[src/hw/rtl/pmcc_pkg.sv]
// Shared widths, constants, register indexes and types for the pot median scaler.
package pmcc_pkg;

    localparam int OVERSAMPLE = 5;
    localparam int MED_IDX    = OVERSAMPLE / 2;
    localparam int NUM_POTS   = 3;

    localparam int SAMPLE_W = 12;
    localparam int CNT_W    = 3;
    localparam int CH_W     = 2;
    localparam int MIDI_W   = 7;
    localparam int IDX_W    = 3;
    localparam int NUM_W    = SAMPLE_W + MIDI_W;

    localparam logic [MIDI_W-1:0] MIDI_MAX = 7'd127;

    typedef enum logic [IDX_W-1:0] {
        REG_LOW_THR  = 3'd0,
        REG_HIGH_THR = 3'd1,
        REG_STEP     = 3'd2,
        REG_CC_ZERO  = 3'd3,
        REG_CC_ONE   = 3'd4,
        REG_CC_TWO   = 3'd5
    } t_reg_idx;

    localparam logic [CH_W-1:0] CH_ZERO = 2'd0;
    localparam logic [CH_W-1:0] CH_ONE  = 2'd1;
    localparam logic [CH_W-1:0] CH_NONE = 2'd3;

    typedef enum logic [3:0] {
        S_IDLE = 4'b0001,
        S_MAP  = 4'b0010,
        S_DIV  = 4'b0100,
        S_EMIT = 4'b1000
    } t_state;

    // Divider handshake toward the top level
    typedef struct packed {
        logic done;
    } t_div_status;

endpackage

[src/hw/rtl/pot_median_to_cc_scaler.sv]
// Top level: median of OVERSAMPLE samples per pot, threshold scaling, deadband, CC output.
//
// Samples for pots 0..2 enter one per cycle while the input is not stalled; a sample
// tagged 3 is dropped. Each accepted sample is inserted into a row of five sorting
// cells in the cycle it arrives. The item that closes a group holds the input stalled
// through a map state and an emit state when the median clamps to 0 or 127, and
// also through the 7-step restoring divider that computes (x-low)*127/(high-low)
// otherwise; the emit state also waits while a pending result sits on a stalled
// output register. A sample from another pot drops a partly collected group. The
// first completed group of each pot only sets its stored value; later groups give a
// result when the value moved by at least the change step. Configuration writes take
// effect at once; they are to be made while idle, which the block does not enforce.
module pot_median_to_cc_scaler (
    input  logic                          i_clk,
    input  logic                          i_rst_n,
    input  logic                          i_cfg_we,
    input  logic [pmcc_pkg::IDX_W-1:0]    i_cfg_index,
    input  logic [pmcc_pkg::SAMPLE_W-1:0] i_cfg_data,
    input  logic                          i_in_valid,
    output logic                          o_in_stall,
    input  logic [pmcc_pkg::CH_W-1:0]     i_pot_channel,
    input  logic [pmcc_pkg::SAMPLE_W-1:0] i_adc_sample,
    output logic                          o_out_valid,
    input  logic                          i_out_stall,
    output logic [pmcc_pkg::CH_W-1:0]     o_out_channel,
    output logic [pmcc_pkg::MIDI_W-1:0]   o_control_number,
    output logic [pmcc_pkg::MIDI_W-1:0]   o_control_value
);

    localparam int N = pmcc_pkg::OVERSAMPLE;

    // configuration
    logic [pmcc_pkg::SAMPLE_W-1:0] r_low_thr;
    logic [pmcc_pkg::SAMPLE_W-1:0] r_high_thr;
    logic [pmcc_pkg::MIDI_W-1:0]   r_step;
    logic [pmcc_pkg::MIDI_W-1:0]   r_cc_zero;
    logic [pmcc_pkg::MIDI_W-1:0]   r_cc_one;
    logic [pmcc_pkg::MIDI_W-1:0]   r_cc_two;

    // control
    pmcc_pkg::t_state              r_state, n_state;
    logic [pmcc_pkg::CNT_W-1:0]    r_count, n_count;
    logic [pmcc_pkg::CH_W-1:0]     r_group_ch, n_group_ch;
    logic [pmcc_pkg::NUM_POTS-1:0] r_primed, n_primed;
    logic [pmcc_pkg::MIDI_W-1:0]   r_last [pmcc_pkg::NUM_POTS];
    logic                          r_out_valid, n_out_valid;

    // payload
    logic [pmcc_pkg::MIDI_W-1:0]   r_map;
    logic [pmcc_pkg::CH_W-1:0]     r_out_ch;
    logic [pmcc_pkg::MIDI_W-1:0]   r_out_num;
    logic [pmcc_pkg::MIDI_W-1:0]   r_out_val;

    logic                          in_acc;
    logic                          take;
    logic [pmcc_pkg::CNT_W-1:0]    count_eff;
    logic [pmcc_pkg::CNT_W-1:0]    count_inc;
    logic [pmcc_pkg::SAMPLE_W-1:0] cell_val [N];
    logic                          cell_le  [N];
    logic [pmcc_pkg::SAMPLE_W-1:0] median;
    logic [pmcc_pkg::SAMPLE_W-1:0] span_x;
    logic [pmcc_pkg::NUM_W-1:0]    div_num;
    logic [pmcc_pkg::SAMPLE_W-1:0] div_den;
    logic                          div_start;
    pmcc_pkg::t_div_status         div_status;
    logic [pmcc_pkg::MIDI_W-1:0]   div_quot;
    logic [pmcc_pkg::MIDI_W-1:0]   last_sel;
    logic [pmcc_pkg::MIDI_W-1:0]   delta;
    logic [pmcc_pkg::MIDI_W-1:0]   cc_sel;
    logic                          out_free;
    logic                          emit_go;

    assign o_in_stall = (r_state != pmcc_pkg::S_IDLE);
    assign in_acc     = i_in_valid && !o_in_stall;
    assign take       = in_acc && (i_pot_channel != pmcc_pkg::CH_NONE);

    // Restart the group on a pot switch.
    assign count_eff = ((r_count != '0) && (i_pot_channel != r_group_ch)) ? '0 : r_count;
    assign count_inc = count_eff + 1'b1;

    always_ff @(posedge i_clk) begin
        if (!i_rst_n) begin
            r_low_thr  <= 12'd0;
            r_high_thr <= 12'd4095;
            r_step     <= 7'd3;
            r_cc_zero  <= 7'd7;
            r_cc_one   <= 7'd74;
            r_cc_two   <= 7'd71;
        end else if (i_cfg_we) begin
            unique case (i_cfg_index)
                pmcc_pkg::REG_LOW_THR:  r_low_thr  <= i_cfg_data;
                pmcc_pkg::REG_HIGH_THR: r_high_thr <= i_cfg_data;
                pmcc_pkg::REG_STEP:     r_step     <= i_cfg_data[pmcc_pkg::MIDI_W-1:0];
                pmcc_pkg::REG_CC_ZERO:  r_cc_zero  <= i_cfg_data[pmcc_pkg::MIDI_W-1:0];
                pmcc_pkg::REG_CC_ONE:   r_cc_one   <= i_cfg_data[pmcc_pkg::MIDI_W-1:0];
                pmcc_pkg::REG_CC_TWO:   r_cc_two   <= i_cfg_data[pmcc_pkg::MIDI_W-1:0];
                default: ;
            endcase
        end
    end

    // sorting row
    genvar g;
    generate
        for (g = 0; g < N; g++) begin : g_cell
            logic occ;
            assign occ = (pmcc_pkg::CNT_W'(g) < count_eff);
            if (g == 0) begin : g_first
                pmcc_sort_cell u_cell (
                    .i_clk      (i_clk),
                    .i_insert   (take),
                    .i_occ      (occ),
                    .i_sample   (i_adc_sample),
                    .i_left_val (i_adc_sample),
                    .i_left_le  (1'b1),
                    .o_val      (cell_val[g]),
                    .o_le       (cell_le[g])
                );
            end else begin : g_rest
                pmcc_sort_cell u_cell (
                    .i_clk      (i_clk),
                    .i_insert   (take),
                    .i_occ      (occ),
                    .i_sample   (i_adc_sample),
                    .i_left_val (cell_val[g-1]),
                    .i_left_le  (cell_le[g-1]),
                    .o_val      (cell_val[g]),
                    .o_le       (cell_le[g])
                );
            end
        end
    endgenerate

    assign median  = cell_val[pmcc_pkg::MED_IDX];
    assign span_x  = median - r_low_thr;
    assign div_num = {span_x, {pmcc_pkg::MIDI_W{1'b0}}}
                   - {{pmcc_pkg::MIDI_W{1'b0}}, span_x};
    assign div_den = r_high_thr - r_low_thr;
    assign div_start = (r_state == pmcc_pkg::S_MAP) && (median > r_low_thr)
                     && (median < r_high_thr);

    pmcc_divider u_div (
        .i_clk    (i_clk),
        .i_rst_n  (i_rst_n),
        .i_start  (div_start),
        .i_num    (div_num),
        .i_den    (div_den),
        .o_status (div_status),
        .o_quot   (div_quot)
    );

    assign last_sel = r_last[r_group_ch];
    assign delta    = (r_map >= last_sel) ? (r_map - last_sel) : (last_sel - r_map);
    assign out_free = !r_out_valid || !i_out_stall;
    assign emit_go  = (r_state == pmcc_pkg::S_EMIT) && r_primed[r_group_ch]
                    && (delta >= r_step) && out_free;

    always_comb begin
        if (r_group_ch == pmcc_pkg::CH_ZERO) begin
            cc_sel = r_cc_zero;
        end else if (r_group_ch == pmcc_pkg::CH_ONE) begin
            cc_sel = r_cc_one;
        end else begin
            cc_sel = r_cc_two;
        end
    end

    always_comb begin
        n_state     = r_state;
        n_count     = r_count;
        n_group_ch  = r_group_ch;
        n_primed    = r_primed;
        n_out_valid = r_out_valid && i_out_stall;
        unique case (r_state)
            pmcc_pkg::S_IDLE: begin
                if (take) begin
                    n_group_ch = i_pot_channel;
                    if (count_inc == pmcc_pkg::CNT_W'(N)) begin
                        n_count = '0;
                        n_state = pmcc_pkg::S_MAP;
                    end else begin
                        n_count = count_inc;
                    end
                end
            end
            pmcc_pkg::S_MAP: begin
                n_state = div_start ? pmcc_pkg::S_DIV : pmcc_pkg::S_EMIT;
            end
            pmcc_pkg::S_DIV: begin
                if (div_status.done) begin
                    n_state = pmcc_pkg::S_EMIT;
                end
            end
            pmcc_pkg::S_EMIT: begin
                if (!r_primed[r_group_ch]) begin
                    n_primed[r_group_ch] = 1'b1;
                    n_state = pmcc_pkg::S_IDLE;
                end else if (delta < r_step) begin
                    n_state = pmcc_pkg::S_IDLE;
                end else if (out_free) begin
                    n_out_valid = 1'b1;
                    n_state = pmcc_pkg::S_IDLE;
                end
            end
            default: n_state = pmcc_pkg::S_IDLE;
        endcase
    end

    always_ff @(posedge i_clk) begin
        if (!i_rst_n) begin
            r_state     <= pmcc_pkg::S_IDLE;
            r_count     <= '0;
            r_group_ch  <= '0;
            r_primed    <= '0;
            r_out_valid <= 1'b0;
        end else begin
            r_state     <= n_state;
            r_count     <= n_count;
            r_group_ch  <= n_group_ch;
            r_primed    <= n_primed;
            r_out_valid <= n_out_valid;
        end
    end

    // Stored value moves on priming and on every emitted result.
    always_ff @(posedge i_clk) begin
        if (!i_rst_n) begin
            for (int k = 0; k < pmcc_pkg::NUM_POTS; k++) begin
                r_last[k] <= '0;
            end
        end else if ((r_state == pmcc_pkg::S_EMIT)
                     && (!r_primed[r_group_ch] || emit_go)) begin
            r_last[r_group_ch] <= r_map;
        end
    end

    always_ff @(posedge i_clk) begin
        if (r_state == pmcc_pkg::S_MAP) begin
            r_map <= (median <= r_low_thr) ? '0 : pmcc_pkg::MIDI_MAX;
        end else if ((r_state == pmcc_pkg::S_DIV) && div_status.done) begin
            r_map <= div_quot;
        end
        if (emit_go) begin
            r_out_ch  <= r_group_ch;
            r_out_num <= cc_sel;
            r_out_val <= r_map;
        end
    end

    assign o_out_valid      = r_out_valid;
    assign o_out_channel    = r_out_ch;
    assign o_control_number = r_out_num;
    assign o_control_value  = r_out_val;

endmodule

[src/hw/rtl/pmcc_sort_cell.sv]
// One cell of the insertion sort row: holds one sample, ascending left to right.
module pmcc_sort_cell (
    input  logic                          i_clk,
    input  logic                          i_insert,
    input  logic                          i_occ,
    input  logic [pmcc_pkg::SAMPLE_W-1:0] i_sample,
    input  logic [pmcc_pkg::SAMPLE_W-1:0] i_left_val,
    input  logic                          i_left_le,
    output logic [pmcc_pkg::SAMPLE_W-1:0] o_val,
    output logic                          o_le
);

    logic [pmcc_pkg::SAMPLE_W-1:0] r_val;
    logic [pmcc_pkg::SAMPLE_W-1:0] n_val;

    assign o_le = i_occ && (r_val <= i_sample);

    // Keep if already at or below the new sample, else take the sample or shift right.
    always_comb begin
        if (o_le) begin
            n_val = r_val;
        end else if (i_left_le) begin
            n_val = i_sample;
        end else begin
            n_val = i_left_val;
        end
    end

    always_ff @(posedge i_clk) begin
        if (i_insert) begin
            r_val <= n_val;
        end
    end

    assign o_val = r_val;

endmodule

[src/hw/rtl/pmcc_divider.sv]
// Restoring divider, one quotient bit per cycle, for the 7-bit scaled level.
module pmcc_divider (
    input  logic                          i_clk,
    input  logic                          i_rst_n,
    input  logic                          i_start,
    input  logic [pmcc_pkg::NUM_W-1:0]    i_num,
    input  logic [pmcc_pkg::SAMPLE_W-1:0] i_den,
    output pmcc_pkg::t_div_status         o_status,
    output logic [pmcc_pkg::MIDI_W-1:0]   o_quot
);

    logic                          r_busy;
    logic [pmcc_pkg::CNT_W-1:0]    r_cnt;
    logic [pmcc_pkg::SAMPLE_W-1:0] r_rem;
    logic [pmcc_pkg::MIDI_W-1:0]   r_shift;
    logic [pmcc_pkg::MIDI_W-1:0]   r_quot;
    logic [pmcc_pkg::SAMPLE_W-1:0] r_den;

    logic [pmcc_pkg::SAMPLE_W:0]   trial;
    logic [pmcc_pkg::SAMPLE_W:0]   diff;
    logic                          ge;

    assign trial = {r_rem, r_shift[pmcc_pkg::MIDI_W-1]};
    assign ge    = trial >= {1'b0, r_den};
    assign diff  = trial - {1'b0, r_den};

    always_ff @(posedge i_clk) begin
        if (!i_rst_n) begin
            r_busy <= 1'b0;
            r_cnt  <= '0;
        end else if (i_start) begin
            r_busy <= 1'b1;
            r_cnt  <= pmcc_pkg::CNT_W'(pmcc_pkg::MIDI_W);
        end else if (r_busy) begin
            if (r_cnt == '0) begin
                r_busy <= 1'b0;
            end else begin
                r_cnt <= r_cnt - 1'b1;
            end
        end
    end

    // Quotient is below 128, so the top bits of the numerator start below the divisor.
    always_ff @(posedge i_clk) begin
        if (i_start) begin
            r_rem   <= i_num[pmcc_pkg::NUM_W-1:pmcc_pkg::MIDI_W];
            r_shift <= i_num[pmcc_pkg::MIDI_W-1:0];
            r_den   <= i_den;
            r_quot  <= '0;
        end else if (r_busy && (r_cnt != '0)) begin
            r_rem   <= ge ? diff[pmcc_pkg::SAMPLE_W-1:0] : trial[pmcc_pkg::SAMPLE_W-1:0];
            r_shift <= {r_shift[pmcc_pkg::MIDI_W-2:0], 1'b0};
            r_quot  <= {r_quot[pmcc_pkg::MIDI_W-2:0], ge};
        end
    end

    assign o_status.done = r_busy && (r_cnt == '0);
    assign o_quot        = r_quot;

endmodule

[config.mk]
export PLATFORM = sky130hd
export DESIGN_NAME = pot_median_to_cc_scaler
export DESIGN_NICKNAME = d
export VERILOG_FILES = /design/src/hw/rtl/pmcc_pkg.sv /design/src/hw/rtl/pot_median_to_cc_scaler.sv /design/src/hw/rtl/pmcc_sort_cell.sv /design/src/hw/rtl/pmcc_divider.sv
export SDC_FILE = /design/constraint.sdc
export NUM_CORES = 1
export LEC_CHECK = 0
export ABC_AREA = 1
export BUFFER_PORTS_ARGS = -buffer_cell sky130_fd_sc_hd__buf_2
export CAP_MARGIN = 30
export CORE_ASPECT_RATIO = 1.25
export CORE_MARGIN = 3
export CORE_UTILIZATION = 29
export DETAILED_ROUTE_END_ITERATION = 8
export HOLD_SLACK_MARGIN = 0.03
export MAX_ROUTING_LAYER = met4
export SYNTH_ARGS = -nofsm -noshare
export SYNTH_HDL_FRONTEND = slang
export SYNTH_SLANG_ARGS = --single-unit
[constraint.sdc]
create_clock -name i_clk -period 6.5 [get_ports i_clk]
set_input_delay 1.3 -clock i_clk [delete_from_list [all_inputs] [get_ports i_clk]]
set_output_delay 1.3 -clock i_clk [all_outputs]
set_load 0.02 [all_outputs]
==> flow_metrics.env <==
export IMPL_synth_top_family_by_area="simple AND/OR/NAND/NOR gates"
export IMPL_grt_pass1_wl_um=47400
export IMPL_cts_hold_buffers=0
export IMPL_wl_per_cell_um=14.0
export IMPL_cp_max_fo=15
export IMPL_internal_power_mw=2.55
export IMPL_cts_tree="done"
export IMPL_fin_nets=1642
export IMPL_synthMuxAreaShare_pct=0.190
export IMPL_dp_cells=2017
export IMPL_vdd_ir_drop_worst_mv=0.158
export IMPL_yosys_area_share_adder_pct=12.8
export IMPL_clk_latency_ns=0.44
export IMPL_dieArea_um2=43300
export IMPL_power_frac_seq_pct=37.1
export IMPL_p_total_mw=4.20
export IMPL_io_pins=52
export IMPL_cts_resized=0
export IMPL_ys_seq_area_share_pct=43.2
export IMPL_cts_path_max_buffers=2
export IMPL_grt_setup_unrepaired="false"
export IMPL_core_um2=40200
export IMPL_worst_slew_pin_slew_ns=0.700
export IMPL_syn_cell_area_um2=11800
export IMPL_area_growth_syn_to_layout_pct=11.7
export IMPL_fp_row_count=82
export IMPL_required_ns=6.61
export IMPL_hold_viol=0
export IMPL_crit_path_end_kind="flip-flop"
export IMPL_grt_pass1_vias=9642
export IMPL_cap_viol_max_count=0
export IMPL_synthesis_nets=1593
export IMPL_arrival_ns=5.17
export IMPL_post_route_cells_drive_above_1_share_pct=7.25
export IMPL_fmax_ghz=0.197
export IMPL_clkPwrFrac_pct=23.2
export IMPL_setup_tns_ns=0
export IMPL_multiInputGateArea_um2=5820
export IMPL_r2r_slack_ns=1.44
export IMPL_hpwl_um=22800
export IMPL_swShare_pct=39.2
export IMPL_final_max_slew_viol_count=0
export IMPL_synth_edf_count=118
export IMPL_yosys_warnings=0
export IMPL_critPathLaunchType="flip-flop"
export IMPL_combPwrFrac_pct=39.6
export IMPL_synth_seq_cells=196
export IMPL_async_flop_share_pct=0
export IMPL_wl_um=28700
export IMPL_synthSimpleGateAreaFrac_pct=20.5
export IMPL_synth_cell_type_count=48
export IMPL_p_switching_mw=1.65
export IMPL_yosys_area_share_xor_xnor_pct=2.44
export IMPL_ant_nets=0
export IMPL_grt_usage_pct=13.9
export IMPL_cts_root_buf="clkbuf_16"
export IMPL_report_final_setup_viol=0
export IMPL_ys_dominant_reg_cell="edfxtp_1"
export IMPL_die_w_um=187
export IMPL_seq_area_um2=5100
export IMPL_routabilityCongestion=0.923
export IMPL_cts_made_buffers=17
export IMPL_clkSinkCount=196
export IMPL_worstHoldStart="r_primed[1]"
export IMPL_cts_max_level=4
export IMPL_antenna_found_initial=1
export IMPL_drc=0
export IMPL_drtPass1Iterations=6
export IMPL_hold_path_class="reg2reg"
export IMPL_first_iter_violations=506
export IMPL_fillers=4327
export IMPL_vias_per_cell=4.73
export IMPL_max_slew_margin_pct=53.3
export IMPL_die_h_um=232
export IMPL_synth_area_per_cell_um2=8.21
export IMPL_instances_no_fill=2050
export IMPL_final_common_cell="nand2_1"
export IMPL_postCtsSetupRepairBufs=0
export IMPL_port_buffers=51
export IMPL_final_cell_mix="331 x nand2_1, 198 x inv_1, 119 x nor2_1"
export IMPL_period_needed_ns=5.06
export IMPL_synth_compound_area_share_pct=13.2
export IMPL_p_per_area_nw_per_um2=318
export IMPL_p_leak_nw=5.88
export IMPL_initial_core_util_pct=29.4
export IMPL_gr_total_overflow=0
export IMPL_finalCritPeriodShare_pct=77.9
export IMPL_fin_worst_skew_ns=0.0133
export IMPL_critical_path_class="reg2reg"
export IMPL_synth_cells=1441
export IMPL_path_clk_slew_ns=0.07
export IMPL_vias=9698
export IMPL_grt_max_degree=66
export IMPL_status="finished, final reports clean"
## sequential cells by signal (all words and copies together), names as in the netlist, 4 cells and up, named ones only
register                     flops
u_div.r_shift                    7
g_cell.g_rest.u_cell.o_val      24
u_div.o_quot                     7
r_cc_two                         7
r_cc_zero                        7
r_step                           7
r_state                          4
r_last                          28
g_cell.g_first.u_cell.o_val     12
r_low_thr                       12
u_div.r_den                     12
r_map                            7
o_control_value                  7
o_control_number                 7
u_div.r_rem                     12
r_cc_one                         7
r_high_thr                      12
## worst paths after layout
path	end	depth (start not counted)
max	r_last[1][5]	19
min	r_primed[1]	2
max reg2reg	r_last[1][5]	19
min reg2reg	r_primed[1]	2
## routing by layer
metal	GRT usage, %	vias up	routed length, um
met4	5.27	0	746
li1	-	4959	-
met1	14.8	4533	12000
met3	2.20	47	892
met2	25.7	159	15100
met5	-	-	0
## critical path: stages (launching register included)
cell and delay (ns):
dfxtp_1 0.63, inv_1 0.34, nand2_1 0.14, a32oi_1 0.13, ha_1 0.44, nand2_1 0.12, o21ai_0 0.31, nand3_1 0.16
nand3_1 0.29, nand2_1 0.10, nand2_1 0.09, xor2_1 0.14, inv_1 0.06, ha_1 0.33, nand3_1 0.08, o311ai_0 0.39
nand3_1 0.15, nand2_1 0.15, nand4_1 0.29, nand2_1 0.39
## cells by family (layout without fill, tap and decap cells)
logic type / after synthesis / count (layout)
other cells: 0 / 1
compound gates: 279 / 279
mux: 2 / 2
simple gates: 582 / 582
flops: 196 / 196
buf+inv: 231 / 293
xor+xnor: 33 / 33
fa+ha+maj: 118 / 118
## area by class of cell
type	count	area share, %
Clock inverter	13	0.748
Timing Repair Buffer	60	2.41
Clock buffer	19	3.28
Tap cell	546	5.17
Sequential cell	196	38.6
Antenna cell	1	0.0189
Inverter	201	5.71
Multi-Input combinational cell	1014	44.0
## synth_stat cells (8+ instances only)
cell type | instances | area (um2)
edfxtp_1 | 118 | 3540
dfxtp_1 | 78 | 1560
a21oi_1 | 103 | 515
nor2_1 | 119 | 447
nand2_1 | 331 | 1240
xor2_1 | 21 | 184
clkbuf_1 | 21 | 78.8
nor3_1 | 8 | 40.0
o211ai_1 | 24 | 180
o21ai_0 | 113 | 566
ha_1 | 113 | 1410
inv_1 | 198 | 743
nand4_1 | 23 | 144
xnor2_1 | 12 | 105
nand3_1 | 81 | 405
## metrics by stage
| stage | hold slack (ns) | worst slack (ns) | util [%] | instance area [um2] |
|---|---|---|---|---|
| 6_report | 0.458 | 1.44 | 32.8 | 13200 |
| 5_1_grt | 0.468 | 0.794 | 32.8 | 13200 |
| 4_1_cts | 0.459 | 1.45 | 32.8 | 13200 |
| 3_5_place_dp | 0.444 | 1.48 | 31.5 | 12700 |
| 3_3_place_gp | 0.441 | 1.28 | 31.4 | 12600 |
| 2_1_floorplan | 0.409 | 2.10 | - | 11800 |
## power by group through the flow
stage          logic, mW  clock network [mW]  registers, mW
2_1_floorplan       1.26                   0           1.55
3_3_place_gp        1.62                   0           1.59
3_5_place_dp        1.65                   0           1.59
4_1_cts             1.66               0.999           1.56
5_1_grt             1.91                1.04           1.57
6_report            1.66               0.975           1.56
(Power assumes the default switching activity.)
